--- src/rtl/assert_macros.svh ---
// Assertion macros shared by the membership view arbiter.
`ifndef ASSERT_MACROS_SVH
`define ASSERT_MACROS_SVH
`ifndef NO_ASSERTIONS
`define MVA_ASSERT(label, clk, rst_n, prop) \
  label: assert property (@(posedge clk) disable iff (!rst_n) prop) \
    else $error("assertion failed");
`define MVA_ASSERT_NR(label, clk, prop) \
  label: assert property (@(posedge clk) prop) else $error("assertion failed");
`else
`define MVA_ASSERT(label, clk, rst_n, prop)
`define MVA_ASSERT_NR(label, clk, prop)
`endif
`endif

--- src/rtl/mva_pkg.sv ---
// Package of types, constants and register indexes for the membership view arbiter.
package mva_pkg;
  localparam int unsigned MaxNodes = 8;
  localparam int unsigned IdW      = 3;
  localparam int unsigned CntW     = 4;

  typedef logic [MaxNodes-1:0] node_vec_t;
  typedef logic [IdW-1:0]      node_id_t;

  localparam logic [1:0] RegNodeCount = 2'd0;
  localparam logic [1:0] RegOwnId     = 2'd1;
  localparam logic [1:0] RegArbEn     = 2'd2;
  localparam logic [1:0] RegPeriod    = 2'd3;

  // Control from the sequencer to the compare unit.
  typedef struct packed {
    node_id_t  a;
    node_id_t  b;
  } pair_sel_t;

  // Result of the shared pair compare unit.
  typedef struct packed {
    logic     drop_valid;
    node_id_t drop;
    node_id_t helped;
  } pair_res_t;
endpackage

--- src/rtl/mva_pair_unit.sv ---
// Shared compare unit that judges one node pair per cycle for ostracism.
module mva_pair_unit (
  input  mva_pkg::pair_sel_t sel_i,
  input  mva_pkg::node_vec_t skip_i,
  input  mva_pkg::node_vec_t view_a_i,
  input  mva_pkg::node_vec_t view_b_i,
  output mva_pkg::pair_res_t res_o
);
  import mva_pkg::*;
  logic ab, ba;
  always_comb begin
    ab = view_a_i[sel_i.b];
    ba = view_b_i[sel_i.a];
    res_o.drop_valid = !skip_i[sel_i.a] && !skip_i[sel_i.b] && !(ab && ba);
    res_o.drop   = ab ? sel_i.a : sel_i.b;
    res_o.helped = ab ? sel_i.b : sel_i.a;
  end
endmodule

--- src/rtl/membership_view_arbiter.sv ---
// Top level of the membership view arbiter: register file, sequencer and result port.
//
//  channel | direction | handshake          | payload
//  item    | in        | start / busy       | kind_i, sender_*_i
//  config  | in        | cfg_valid_i/ready_o| cfg_index_i, cfg_data_i
//  result  | out       | result_valid_o     | membership_o ... ostracised_for_o
//
// A received view or a tick that does not end the period is absorbed while the block stays idle.
// A tick that starts a round keeps busy high for 64 pair steps, 16 vote steps (8 to find
// the largest received epoch, 8 to count votes) and a finish step, the pair steps being
// left out with arbitration off: the sequencer walks every (i, j) pair of an 8 by 8 grid
// through one pair compare unit. The result strobe follows in the first idle cycle,
// lasts one cycle and cannot be stalled. Reset returns all state to its power-up values.
module membership_view_arbiter (
  input  logic        clk_i,
  input  logic        rst_ni,
  input  logic        start,
  output logic        busy,
  input  logic        kind_i,
  input  logic [2:0]  sender_id_i,
  input  logic [7:0]  sender_epoch_i,
  input  logic [7:0]  sender_view_i,
  input  logic        sender_same_flag_i,
  input  logic        sender_ostracised_for_me_i,
  input  logic        cfg_valid_i,
  output logic        cfg_ready_o,
  input  logic [1:0]  cfg_index_i,
  input  logic [15:0] cfg_data_i,
  output logic        result_valid_o,
  output logic [7:0]  membership_o,
  output logic [7:0]  epoch_o,
  output logic        membership_updated_o,
  output logic        majority_lost_o,
  output logic [7:0]  heartbeat_view_o,
  output logic        heartbeat_same_o,
  output logic [7:0]  ostracised_for_o
);
  import mva_pkg::*;
  `include "assert_macros.svh"

  typedef enum logic [1:0] {StIdle, StPair, StVote, StDone} state_e;

  state_e     state_q;
  logic [5:0] step_q;
  node_vec_t  rv_q [MaxNodes];
  logic [7:0] re_q [MaxNodes];
  node_vec_t  rs_q, ro_q, rf_q, om_q, lv_q, gm_q, last_q;
  logic [7:0] le_q, maxe_q, maxr_q;
  logic       same_q, last_same_q, upd_q, lost_q, vote_q;
  logic [3:0] agree_q;
  logic [15:0] tick_q;
  logic [3:0]  nc_q;
  node_id_t    own_q;
  logic        arb_q;
  logic [15:0] per_q;
  logic        row_skip_q;

  // Configuration writes are accepted whenever the block is idle.
  assign cfg_ready_o = (state_q == StIdle);
  assign busy = (state_q != StIdle);

  logic [3:0] n_walk, maj;
  always_comb begin
    n_walk = (nc_q < 4'd2) ? 4'd2 : (nc_q > 4'd8) ? 4'd8 : nc_q;
    maj = (n_walk == 4'd2) ? 4'd2 : {1'b0, n_walk[3:1]} + 4'd1;
  end

  // Pair step: step_q[5:3] is i, step_q[2:0] is j; pairs with j <= i are idle.
  // The skip test for node i is taken once at the start of its row, so a node that
  // is dropped within its own row still meets the remaining nodes of that row.
  pair_sel_t sel;
  pair_res_t res;
  node_vec_t skip;
  node_vec_t skip_row;
  logic      pair_live;
  always_comb begin
    sel.a = step_q[5:3];
    sel.b = step_q[2:0];
    for (int k = 0; k < MaxNodes; k++)
      skip[k] = (IdW'(k) == own_q) || !rf_q[k] || ro_q[k] || !rv_q[k][own_q];
    skip_row = skip;
    skip_row[sel.a] = row_skip_q;
    pair_live = (step_q[2:0] > step_q[5:3]) && ({1'b0, step_q[2:0]} < n_walk);
  end

  mva_pair_unit u_pair (
    .sel_i(sel), .skip_i(skip_row), .view_a_i(rv_q[sel.a]), .view_b_i(rv_q[sel.b]),
    .res_o(res)
  );

  logic [7:0] pop_last, pop_lv;
  always_comb begin
    pop_last = '0;
    pop_lv   = '0;
    for (int k = 0; k < MaxNodes; k++) begin
      pop_last = pop_last + 8'(last_q[k]);
      pop_lv   = pop_lv + 8'(lv_q[k]);
    end
  end

  node_id_t vi;
  assign vi = step_q[2:0];

  always_ff @(posedge clk_i or negedge rst_ni) begin
    if (!rst_ni) begin
      state_q <= StIdle;
      step_q <= '0;
      for (int k = 0; k < MaxNodes; k++) begin
        rv_q[k] <= '0;
        re_q[k] <= '0;
      end
      rs_q <= '0; ro_q <= '0; rf_q <= '0; om_q <= '0;
      lv_q <= 8'd1; gm_q <= 8'd1; last_q <= 8'd1;
      le_q <= '0; maxe_q <= '0; maxr_q <= '0;
      same_q <= 1'b0; last_same_q <= 1'b0; upd_q <= 1'b0; lost_q <= 1'b0;
      vote_q <= 1'b0; agree_q <= '0; tick_q <= '0;
      nc_q <= 4'd3; own_q <= '0; arb_q <= 1'b1; per_q <= 16'd10;
      row_skip_q <= 1'b0;
      result_valid_o <= 1'b0;
    end else begin
      result_valid_o <= 1'b0;
      if (cfg_valid_i && cfg_ready_o) begin
        unique case (cfg_index_i)
          RegNodeCount: nc_q <= cfg_data_i[3:0];
          RegOwnId:     own_q <= cfg_data_i[2:0];
          RegArbEn:     arb_q <= cfg_data_i[0];
          RegPeriod:    per_q <= cfg_data_i;
          default: ;
        endcase
      end
      unique case (state_q)
        StIdle: begin
          if (start && !busy) begin
            if (!kind_i) begin
              rv_q[sender_id_i] <= sender_view_i;
              re_q[sender_id_i] <= sender_epoch_i;
              rs_q[sender_id_i] <= sender_same_flag_i;
              ro_q[sender_id_i] <= sender_ostracised_for_me_i;
              rf_q[sender_id_i] <= 1'b1;
              lv_q[sender_id_i] <= 1'b1;
            end else begin
              logic [15:0] t;
              t = (tick_q != 16'hFFFF) ? tick_q + 16'd1 : tick_q;
              if (t > per_q) begin
                tick_q <= '0;
                step_q <= '0;
                if (arb_q) om_q <= '0;
                state_q <= arb_q ? StPair : StVote;
                maxr_q <= '0;
              end else begin
                tick_q <= t;
              end
            end
          end
        end
        StPair: begin
          if (step_q[2:0] == 3'd0) row_skip_q <= skip[step_q[5:3]];
          if (pair_live && res.drop_valid) begin
            rf_q[res.drop] <= 1'b0;
            lv_q[res.drop] <= 1'b0;
            om_q[res.helped] <= 1'b1;
          end
          step_q <= step_q + 6'd1;
          if (step_q == 6'd63) state_q <= StVote;
        end
        StVote: begin
          // Step 0..7 gathers the maximum received epoch, 8..15 the vote.
          if (!step_q[3]) begin
            if ({1'b0, vi} < n_walk && rf_q[vi] && re_q[vi] > maxr_q)
              maxr_q <= re_q[vi];
            if (vi == 3'd7) begin
              vote_q  <= (lv_q != gm_q);
              agree_q <= 4'd1;
              maxe_q  <= le_q;
              same_q  <= 1'b0;
            end
          end else begin
            if (step_q[2:0] == 3'd0) vote_q <= vote_q || (maxr_q > le_q);
            if ((vote_q || maxr_q > le_q) && {1'b0, vi} < n_walk && vi != own_q
                && rf_q[vi]) begin
              if (rv_q[vi] == lv_q) begin
                agree_q <= agree_q + 4'd1;
                if (maxe_q < re_q[vi]) begin
                  maxe_q <= re_q[vi];
                  same_q <= rs_q[vi];
                end
              end
              rf_q[vi] <= 1'b0;
            end
          end
          if (step_q[3:0] == 4'd15) state_q <= StDone;
          step_q <= {2'b00, step_q[3:0] + 4'd1};
        end
        StDone: begin
          logic do_upd;
          node_vec_t nm;
          do_upd = (vote_q || maxr_q > le_q) && (agree_q >= maj);
          nm = do_upd ? lv_q : gm_q;
          if (do_upd) begin
            le_q <= maxe_q + (same_q ? 8'd0 : 8'd1);
            gm_q <= lv_q;
          end
          upd_q <= do_upd;
          lost_q <= (pop_last >= 8'(maj)) && (pop_lv < 8'(maj));
          last_q <= lv_q;
          last_same_q <= (lv_q == nm);
          lv_q <= node_vec_t'(1) << own_q;
          result_valid_o <= 1'b1;
          state_q <= StIdle;
        end
        default: state_q <= StIdle;
      endcase
    end
  end

  assign membership_o = gm_q;
  assign epoch_o = le_q;
  assign membership_updated_o = upd_q;
  assign majority_lost_o = lost_q;
  assign heartbeat_view_o = last_q;
  assign heartbeat_same_o = last_same_q;
  assign ostracised_for_o = om_q;

  `MVA_ASSERT(a_strobe_after_done, clk_i, rst_ni, result_valid_o |-> !busy)
  `MVA_ASSERT(a_no_cfg_busy, clk_i, rst_ni, busy |-> !cfg_ready_o)
  `MVA_ASSERT(a_strobe_single, clk_i, rst_ni, result_valid_o |=> !result_valid_o)
endmodule
--- config.mk ---
export PLATFORM = sky130hd
export DESIGN_NAME = membership_view_arbiter
export DESIGN_NICKNAME = d
export VERILOG_FILES = /design/src/rtl/mva_pkg.sv /design/src/rtl/mva_pair_unit.sv /design/src/rtl/membership_view_arbiter.sv
export VERILOG_INCLUDE_DIRS = /design/src /design/src/rtl
export SDC_FILE = /design/constraint.sdc
export NUM_CORES = 1
export LEC_CHECK = 0
export BUFFER_PORTS_ARGS = -buffer_cell sky130_fd_sc_hd__buf_4
export CAP_MARGIN = 20
export CORE_ASPECT_RATIO = 0.75
export CORE_MARGIN = 4
export CORE_UTILIZATION = 63
export CTS_CLUSTER_SIZE = 10
export DETAILED_ROUTE_END_ITERATION = 7
export PLACE_DENSITY = 0.82
export REMOVE_ABC_BUFFERS = 1
export SYNTH_ARGS = -nofsm -noshare
export SYNTH_HDL_FRONTEND = slang
export SYNTH_SLANG_ARGS = --single-unit
export TNS_END_PERCENT = 5
--- constraint.sdc ---
create_clock -name clk_i -period 5.57 [get_ports clk_i]
set_input_delay 1.114 -clock clk_i [delete_from_list [all_inputs] [get_ports clk_i]]
set_output_delay 1.114 -clock clk_i [all_outputs]
set_load 0.02 [all_outputs]
### Word-level counts from Yosys, hierarchy flattened

Index checks and enable logic that the tools add are counted.

| storage, ports and cells | value |
|---|---|
| bits in registers | 267 |
| logic and storage cells | 346 |
| input port bits | 44 |
| output and inout port bits | 38 |

| cells by class | value |
|---|---|
| eq/ne operators | 38 |
| multiplexer cells | 116 |
| reduce and logical (&&, ||, !) cells | 92 |
| shift operators | 1 |
| magnitude comparators | 26 |
| bitwise gates (word level) | 12 |
| add/sub/neg operators | 20 |

Operators with widths:

| cell | count |
|---|---|
| $mux W8 | 31 |
| $bwmux W64 | 2 |
| $bmux W8 S3 | 3 |
| $pmux W8 S3 | 2 |
| $bmux W1 S3 | 15 |
| $mux W16 | 2 |
| $pmux W8 S2 | 2 |
| $mux W1 | 30 |
| $mux W4 | 7 |
| $logic_or A1 B1 Y1 | 25 |
| $and A8 B8 Y8 | 3 |
| $bwmux W8 | 3 |
| $demux W8 S3 | 1 |
| $lt A3 B4 Y1 const B | 6 |
| $or A8 B8 Y8 | 3 |
| $logic_and A1 B1 Y1 | 20 |
| $logic_not A1 Y1 | 20 |
| $mux W6 | 3 |
| $ne A2 B2 Y1 const B | 9 |
| $pmux W6 S3 | 1 |
| $reduce_and A6 Y1 | 3 |
| $add A16 B1 Y16 const B | 1 |
| $add A7 B1 Y8 | 2 |
| $eq A8 B8 Y1 | 2 |
| other kinds (52) | 109 |

### Logic depth before layout (Yosys ltp)

Gate-level depths: netlist (run 1).

| depth | value |
|---|---|
| word-level depth | 15 |
| depth in mapped cells | 19 |
| depth with buffers taken out | 17 |

### Cells and area by module

From an unflattened synthesis (run 1), not the netlist that was laid out.

| second synthesis, totals | value |
|---|---|
| cell total of the unflattened synthesis | 1,539 |
| area total of the unflattened synthesis | 16,535.9 sq um |

Modules (own cells, without submodules):

| module | times used | area each (sq um) | cells an instance |
|---|---|---|---|
| membership_view_arbiter | 1 | 16,119.2 | 1,502 |
| mva_pair_unit | 1 | 416.6 | 37 |

### Worst setup path before layout (run 1)

No wires, ideal clock.

| timing path | value |
|---|---|
| path kind | reg2reg |
| start | register step_q[0] (netlist: sel[0]) |
| end | register maxe_q[0] |
| buffers on the path | 6 |
| stages on the path, launching flop included | 18 |
| path slack | 1.588 ns |
| arrival time | 3.856 ns |
| path through | dfrtp_1 buf_4 buf_2 buf_2 buf_2 buf_1 mux2i_1 nor2_1 a221oi_1 ha_1 a21o_1 a21o_1 a21oi_1 nand2_1 nand2_1 and3b_1 buf_6 mux2_4 |

| between the ends | value |
|---|---|
| longest elaborated chain between the ends | 8 |

RTL lines:

| item | RTL line | text |
|---|---|---|
| start: declaration | membership_view_arbiter.sv:44 | `logic [5:0] step_q;` |
| start signal: assignment | membership_view_arbiter.sv:163 | `step_q <= step_q + 6'd1;` |
| start signal: assignment | membership_view_arbiter.sv:192 | `step_q <= {2'b00, step_q[3:0] + 4'd1};` |
| branches (longest 8 deep; another with $lt A8 B8 Y1) | - |  |
| end signal: assignment | membership_view_arbiter.sv:174 | `maxe_q <= le_q;` |
| end signal: assignment | membership_view_arbiter.sv:184 | `maxe_q <= re_q[vi];` |
| end: declaration | membership_view_arbiter.sv:48 | `logic [7:0] le_q, maxe_q, maxr_q;` |

Parallel ways; which one is timed is not known. The select of a mux whose other input is x is not followed.
A chain may end at the register's enable or synchronous reset.

### Final worst setup path (run 1)

| timing path | value |
|---|---|
| start | register tick_q[4] |
| end | register step_q[4] (netlist: sel[4]) |

| between the ends | value |
|---|---|
| longest elaborated chain between the ends | 5 |

RTL lines:

| item | RTL line | text |
|---|---|---|
| start: declaration | membership_view_arbiter.sv:51 | `logic [15:0] tick_q;` |
| start signal: assignment | membership_view_arbiter.sv:151 | `tick_q <= t;` |
| $add A16 B1 Y16 / $ne A16 B16 Y1 (equally long branches) | membership_view_arbiter.sv:143 | `t = (tick_q != 16'hFFFF) ? tick_q + 16'd1 : tick_q;` |
| $mux W16 * | membership_view_arbiter.sv:143 |  |
| $gt A16 B16 Y1 * | membership_view_arbiter.sv:144 | `if (t > per_q) begin` |
| $ne A2 B1 Y1 (no line) * | - |  |
| $reduce_and A4 Y1 (no line) * | - |  |

Every way passes the cells marked *; elsewhere a longest branch is shown, timed or not.

==> results.md, run 1 <==
- Status: finished, final reports clean
- Design area: around 18,000 µm²
- Area contributors post-synth: dfrtp_1 (40%), mux2_2 (13%), ha_1 (5.6%)
- Yosys reg bits: between 200 and 300
- TritonRoute pass-1 iters: 5
- Global route total overflow: 0
- Critical Path Start Type: flip-flop
- Rel. slew slack: between 20% and 30%
- Layout Skew: 16.17 ps
- Cts repair resizes: 0
- Combinational Power Share: between 40% and 50%
- Avg WL per Cell: ~24 µm
- Final Slew Violations: 0
- Ys flop type: dfrtp_1
- Post-route antenna net violation count: 0
- Initial core utilization: roughly 65%
- Drt via density: 6.636
- CORE AREA: ~25,000 µm²
- R2r setup slk: about 950 ps
- Crit. End Element: flip-flop
- Slew @ Worst Pin: 1112 ps
- Clk buf depth: 3
- Max IR drop VDD: 0.0004944 V
- WP data arrival: between 5000 and 6000 ps
- H-tree depth: 1
- RSZ-0062 raised after global routing: no
- DRC Markers: 0
- Die Y: roughly 150 µm
- Nets: approximately 1,800
- Yosys warns: 0
- Overall routed net length: 47.06 mm
- Crit path largest cell delay: about 550 ps
- Clock Root Buffer: clkbuf_16
- Seq pwr share: between 30% and 40%
- Initial antenna violation count: 0
- Sw frac: between 40% and 50%
- Post-Syn Area per Cell: between 10 and 15 µm²
- CP required: approximately 6100 ps
- Synth top area share: between 30% and 40%
- Proportion of layout cells with a drive suffix above 1: around 24%
- P_leak: 8.375 nW
- Vias in the first global route: 13,037
- # clock sinks: 267
- Fmax: between 200 and 250 MHz
- Site row count: 50
- Mapped Area: between 15,000 and 20,000 µm²
- P_int: just under 6 mW
- Most used cell, CP: nand2_1
- WP buf/inv: 1
- Netlist cell types: 90
- CTS tree: done
- Antenna Cells: 0
- Sw power: 4.082 mW
- Worst path cell trace: and4_1 -> nand4_1 -> nor4_1 -> nor2_1 -> nand2_1 -> nor2_1 -> xor2_1 -> ha_1 -> nand2_1 -> o21ai_1 -> o21bai_1 -> a21o_1 -> a31oi_1 -> buf_4 -> a31o_2 -> nand2_1 -> or4_1 -> o21ai_0
- Clock Latency Late Sink: ~580 ps
- Gr usage total: 32.21%
- Post-synthesis sequential area ratio: between 40% and 50%
- 1st-iter DRT viols: 1,530
- Hold Fails Final Rpt: 0
- Area Overhead vs Synth: 10.75%
- Setup TNS: 0 ps
- Total CTS buffers: 31
- CTS Hold Buffers Added: 0
- Clock-pin slew on the worst setup and hold paths: around 70 ps
- Place WS: approximately 1100 ps
- Worst hold stages: 1
- Worst hold start: membership_updated_o
- R2R Path Start: tick_q[4]
- Max Cap Violations: 0
- Most frequent cells in the layout: dfrtp_1 (256), mux2_2 (193), nand2_1 (119)
- Placed inst area: between 15,000 and 20,000 µm²
- Final setup fails: 0
- Final Power: approximately 9.9 mW
- Clk pwr share: 18.2%
- Final min period: around 4600 ps
- # IOs: around 80
- CP max-delay cell: or4_1
- First-pass GRT wire length: 74.18 mm
- Ys async rst share: 100.0%
- I/O Buffers: a little over 80
- R2R cell count: 18
- Final worst slack: 949.0 ps
- Vias: 13,146
- Hold WS: 492.7 ps
- DP Wirelength: ~33 mm
- Setup Fix Bufs, Post-CTS: 0
- Reg-to-reg endpoint: sel[4]
- Worst Path Max Fanout: 16
- Final Wtd Congestion: roughly 1.0
- Critical path's top delay family: simple AND/OR/NAND/NOR gates
- Die span in x: just under 200 µm
- Crit Path Category: flip-flop to flip-flop
- Tcrit/Tclk final: 82.96%
- Yosys top cell by area: dfrtp_1
- WHS Endpoint: membership_updated_o
- Most common cell after layout, fill and taps aside: dfrtp_1
- PD cells: about 540 nW/µm²
- Mapped Cells: approximately 1,600
- Type of the worst min-delay path: flip-flop to flip-flop
- Number of synthesized flops with an enable pin: 0
- Largest net degree at the start of global routing: 127
- Die ar.: approximately 29,000 µm²
-- flip-flops by register name, indices dropped and copies added (netlist names), 2 cells and up --
name,cells
ro_q,8
sel,6
re_q,64
nc_q,4
tick_q,16
epoch_o,8
rv_q,64
rf_q,8
own_q,3
state_q,2
rs_q,8
membership_o,8
heartbeat_view_o,8
ostracised_for_o,8
per_q,16
agree_q,4
maxr_q,8
lv_q,8
maxe_q,8
-- how the worst max path moves through the flow --
stage / end / cells after the start / start
after floorplan: maxe_q[0] / 12 / sel[0]
after global placement: sel[3] / 17 / tick_q[3]
after detailed placement: sel[4] / 18 / tick_q[4]
after CTS: sel[4] / 18 / tick_q[4]
after global routing: sel[3] / 17 / tick_q[4]
final: sel[4] / 18 / tick_q[4]
-- Yosys cell counts (9+ instances only) --
library cell / number
o22ai_1: 15
o21ai_0: 89
nand2b_1: 12
nor3_1: 25
mux2_4: 9
o31ai_1: 12
nand4_1: 16
nor2b_1: 26
nor2_1: 57
xor2_1: 17
mux2_1: 9
buf_2: 26
a221oi_1: 17
clkbuf_1: 46
dfrtp_1: 259
mux4_2: 13
o21ai_1: 14
ha_1: 73
o21a_1: 13
mux2_2: 193
nand3_1: 45
a22o_1: 10
a31oi_1: 12
and3_1: 20
nor3b_1: 15
inv_1: 86
a21oi_1: 65
a21o_1: 14
nand2_1: 119
mux2i_1: 63
xnor2_1: 21
-- metrics by stage --
step	std cells	util, %
floorplan	1488	-
global placement	1933	68.28
detailed placement	1935	68.50
CTS	1981	71.88
global route	1981	71.88
finish	1981	71.88
-- power groups by stage --
stage | Combinational [mW] | Sequential [mW] | Clock (mW)
after floorplan | 3.11 | 3.36 | 0
after global placement | 4.35 | 3.42 | 0
after detailed placement | 4.49 | 3.46 | 0
after CTS | 4.54 | 3.44 | 1.82
after global routing | 5.09 | 3.54 | 1.91
final | 4.60 | 3.47 | 1.79
-- worst reg2reg max path, cell delays in order (launching register included) --
cell      delay (ps)
dfrtp_1          460
and4_1           330
nand4_1          200
nor4_1           520
nor2_1           230
nand2_1          220
nor2_1           100
xor2_1           150
ha_1             320
nand2_1           60
o21ai_1          240
o21bai_1         120
a21o_1           160
a31oi_1          150
buf_4            220
a31o_2           220
nand2_1          220
or4_1            550
o21ai_0           90
-- kinds of logic (layout without fill, tap and decap cells) --
group	after synthesis	count (layout)	synth area share (%)
AOI/OAI and AO/OA	341	341	13.93
xor gates and xnor gates	38	38	2.029
adders and majority gates	81	81	6.545
buffers and inverters	180	246	4.645
DFF	267	267	40.79
muxes	287	287	20.32
other	1	3	0.02286
and+or+nand+nor	380	380	11.72
-- layout make-up --
cell class	instances	area (µm²)
clock buffers	43	820.8
clock inverters	3	32.53
fillers	1883	7108
inverters	91	341.6
multi-input cells	1130	8972
flip-flops and latches	267	6698
well taps	338	422.9
repair buffers	109	878.3
-- routing by layer --
layer,GRT usage [%],part of all wire (%),up-vias
met1,47.46,43,6480
met3,8.590,11,101
met4,7.976,2.8,0
met2,47.94,43,724
met5,0,0,-
li1,-,-,5841
Power figures use the tool's default switching activity.
==> run 2, diff against run 1 <==
--- a/config.mk
+++ b/config.mk
@@ -6,14 +6,15 @@
 export SDC_FILE = /design/constraint.sdc
 export NUM_CORES = 1
 export LEC_CHECK = 0
+export ABC_AREA = 1
 export BUFFER_PORTS_ARGS = -buffer_cell sky130_fd_sc_hd__buf_4
 export CAP_MARGIN = 20
 export CORE_ASPECT_RATIO = 0.75
 export CORE_MARGIN = 4
-export CORE_UTILIZATION = 63
+export CORE_UTILIZATION = 62
 export CTS_CLUSTER_SIZE = 10
 export DETAILED_ROUTE_END_ITERATION = 7
-export PLACE_DENSITY = 0.82
+export PLACE_DENSITY = 0.81
 export REMOVE_ABC_BUFFERS = 1
 export SYNTH_ARGS = -nofsm -noshare
 export SYNTH_HDL_FRONTEND = slang
==> constraint.sdc (replaced) <==
create_clock -name clk_i -period 4.8 [get_ports clk_i]
set_input_delay 0.96 -clock clk_i [delete_from_list [all_inputs] [get_ports clk_i]]
set_output_delay 0.96 -clock clk_i [all_outputs]
set_load 0.02 [all_outputs]
==> results.md, run 2 <==
- Status: finished, final reports clean
- DRC Markers: 0 (unchanged)
- Yosys warns: 0 (unchanged)
- Setup Fix Bufs, Post-CTS: 0 (unchanged)
- WP buf/inv: 4 (+3)
- Total CTS buffers: 30 (-3.2%)
- Worst path cell trace: inv_1 -> nor3_1 -> inv_1 -> nor2_1 -> inv_1 -> nor3_1 -> nand2_1 -> nand2_1 -> nor2_1 -> nand2_1 -> nor2_1 -> xor2_1 -> inv_1 -> ha_1 -> nand2_1 -> nor3_1 -> o31ai_1 -> nand2_1 -> nand2_1 -> nand2_1 -> nand2_1 -> nor2_1 -> nand3_1 -> a22oi_1
- Post-Syn Area per Cell: 7.445 µm² (-29%)
- Final Slew Violations: 0 (unchanged)
- Site row count: 51 (+2.0%)
- Initial core utilization: 62.82% (-2.1 points)
- Most common cell after layout, fill and taps aside: nand2_1
- Yosys top cell by area: dfrtp_1
- Cts repair resizes: 0 (unchanged)
- Post-route antenna net violation count: 0 (unchanged)
- Proportion of layout cells with a drive suffix above 1: 9.973% (-14 points)
- Fin cells: 2,600 (+31%)
- Gr usage total: 33.63% (+1.4 points)
- Mapped Cells: 2,186 (+39%)
- Mux contribution to synthesized area: 1.799% (-19 points)
- Compound-Gate Fraction of Synth Area: 16.13% (+2.2 points)
- CTS Hold Buffers Added: 0 (unchanged)
- Clock Latency Late Sink: 580 ps (about the same)
- Die Y: 148.3 µm (+0.39%)
- Final worst slack: 635.3 ps (-313.7 ps)
- Drt via density: 5.944 (-10%)
- Mapped Area: 16,270 µm² (-0.79%)
- Type of the worst min-delay path: primary input to asynchronous set/reset pin
- Placed cells: 2,555 (+32%)
- Area Overhead vs Synth: 10.84% (about the same)
- Global route total overflow: 0 (unchanged)
- Crit. End Element: flip-flop
- Die span in x: 195.1 µm (+0.39%)
- Critical Path Start Type: flip-flop
- PD cells: 648.2 nW/µm² (+19%)
- Ys async rst share: 100.0% (unchanged)
- Layout Skew: 20.24 ps (+4.062 ps)
- Most frequent cells in the layout: nand2_1 (566), inv_1 (289), dfrtp_1 (257)
- Vias in the first global route: 14,795 (+13%)
- RSZ-0062 raised after global routing: no
- Largest net degree at the start of global routing: 93 (-27%)
- Fmax: 240.1 MHz (+11%)
- Final setup fails: 0 (unchanged)
- Nets: 2,368 (+35%)
- Final min period: 4165 ps (-456.3 ps)
- CTS tree: done
- DP Wirelength: 34.92 mm (+6.2%)
- Most frequent cells after synthesis: nand2_1 (566), inv_1 (289), dfrtp_1 (259), o21ai_0 (244), nor2_1 (169)
- Slew @ Worst Pin: 872.9 ps (-238.7 ps)
- CP max-delay cell: nor2_1
- WP data arrival: 4660 ps (-470 ps)
- Synth top area share: 39.82% (+0.31 points)
- Worst Path Max Fanout: 12 (-4)
- Final Wtd Congestion: 1.041 (about the same)
- Setup TNS: 0 ps (unchanged)
- Largest family of logic cells by synthesized area: simple AND/OR/NAND/NOR gates
- Antenna Cells: 0 (unchanged)
- Clock-pin slew on the worst setup and hold paths: 70 ps (about the same)
- Crit path largest cell delay: 570 ps (+20 ps)
- Critical path's top delay family: simple AND/OR/NAND/NOR gates
- Max Cap Violations: 0 (unchanged)
- Max IR drop VDD: 0.0003967 V (-20%)
- Number of synthesized flops with an enable pin: 0 (unchanged)
- Post-synthesis sequential area ratio: 41.12% (+0.32 points)
- Adder-cell share of the synthesized area: 6.596% (+0.052 points)
- Most used cell, CP: nand2_1
- Area contributors post-synth: dfrtp_1 (40%), nand2_1 (13%), o21ai_0 (7.5%)
- Place WS: 782.5 ps (-313.9 ps)
- # clock sinks: 267 (unchanged)
- Rel. slew slack: 41.59% (+16 points)
- Tcrit/Tclk final: 86.76% (+3.8 points)
- P_leak: 8.927 nW (+6.6%)
- Initial antenna violation count: 0 (unchanged)
- Synth Area in XOR/XNOR: 1.561% (-0.47 points)
- Hold Fails Final Rpt: 0 (unchanged)
- Clock Root Buffer: clkbuf_16
- CP required: 5290 ps (-790 ps)
- CORE AREA: 25,910 µm² (+2.5%)
- Regs by FF count: re_q: 64 flops, rv_q: 64 flops
- Die ar.: 28,930 µm² (+0.78%)
- 1st-iter DRT viols: 1,687 (+10%)
- First-pass GRT wire length: 78.46 mm (+5.8%)
- H-tree depth: 1 (unchanged)
- TritonRoute pass-1 iters: 7 (+2)
- # IOs: 82 (unchanged)
- Ys flop type: dfrtp_1
- Clk buf depth: 3 (unchanged)
- Yosys reg bits: 267 (unchanged)
- Crit Path Category: flip-flop to flip-flop
- Synth Area in Simple Gates: 23.19% (+11 points)
- Count leader, synth: nand2_1
- I/O Buffers: 81 (unchanged)
- Vias: 15,455 (+18%)
- Avg WL per Cell: 18.97 µm (-20%)
- Netlist cell types: 54 (-40%)
- Overall routed net length: 49.32 mm (+4.8%)
- Core Util, Final: 69.63% (-2.2 points)
[run 2: worst paths after layout]
check | slack [ps] | cells after the start | endpoint | startpoint
max | 640 | 24 | sel[5] | tick_q[4]
min | 410 | 1 | tick_q[6] | rst_ni
max reg2reg | 640 | 24 | sel[5] | tick_q[4]
min reg2reg | 490 | 2 | re_q[13] | re_q[13]
max in group asynchronous | 3490 | 2 | rv_q[26] | rst_ni
min in group clk_i | 490 | 2 | re_q[13] | re_q[13]
[run 2: kinds of logic (layout without fill, tap and decap cells)]
kind of cell             count (synthesis)  in the layout
AND/OR/NAND/NOR                        916            916
XOR/XNOR                                29             29
flip-flops                             267            267
buffers and inverters                  395            463
other                                    1              3
adder cells (fa/ha/maj)                 81             81
AO/OA/AOI/OAI                          471            471
multiplexers                            26             26
[run 2: final cells by class]
cell class | count | area, µm²
inverters | 302 | 1134
multi-input cells | 1526 | 8055
clock inverters | 1 | 16.27
well taps | 344 | 430.4
fillers | 2156 | 7869
clock buffers | 44 | 803.3
repair buffers | 116 | 903.4
flip-flops and latches | 267 | 6696
[run 2: stage by stage]
| stage | power, mW | hold slack [ps] | cell area [µm²] |
|---|---|---|---|
| after floorplan | 7.551 | 453.4 | 15860 |
| after global placement | 9.156 | 465.1 | 17220 |
| after detailed placement | 9.478 | 473.8 | 17220 |
| after CTS | 11.55 | 435.5 | 18040 |
| after global routing | 12.58 | 470.7 | 18040 |
| final | 11.69 | 409.0 | 18040 |
[run 2: metal layers]
| metal | share of wire [%] | up-vias | wire, µm | track usage, % |
|---|---|---|---|---|
| met3 | 11 | 106 | 5336 | 7.631 |
| met1 | 43 | 7351 | 21300 | 48.75 |
| met5 | 0 | - | 0 | 0 |
| met4 | 2.6 | 0 | 1273 | 8.793 |
| met2 | 43 | 776 | 21410 | 51.79 |
| li1 | - | 7222 | - | - |
[run 2: power by group]
part | internal [mW] | switching, mW
sequential | 3.25 | 0.737
combinational | 1.96 | 3.71
clock | 1.14 | 0.901
total | 6.34 | 5.35
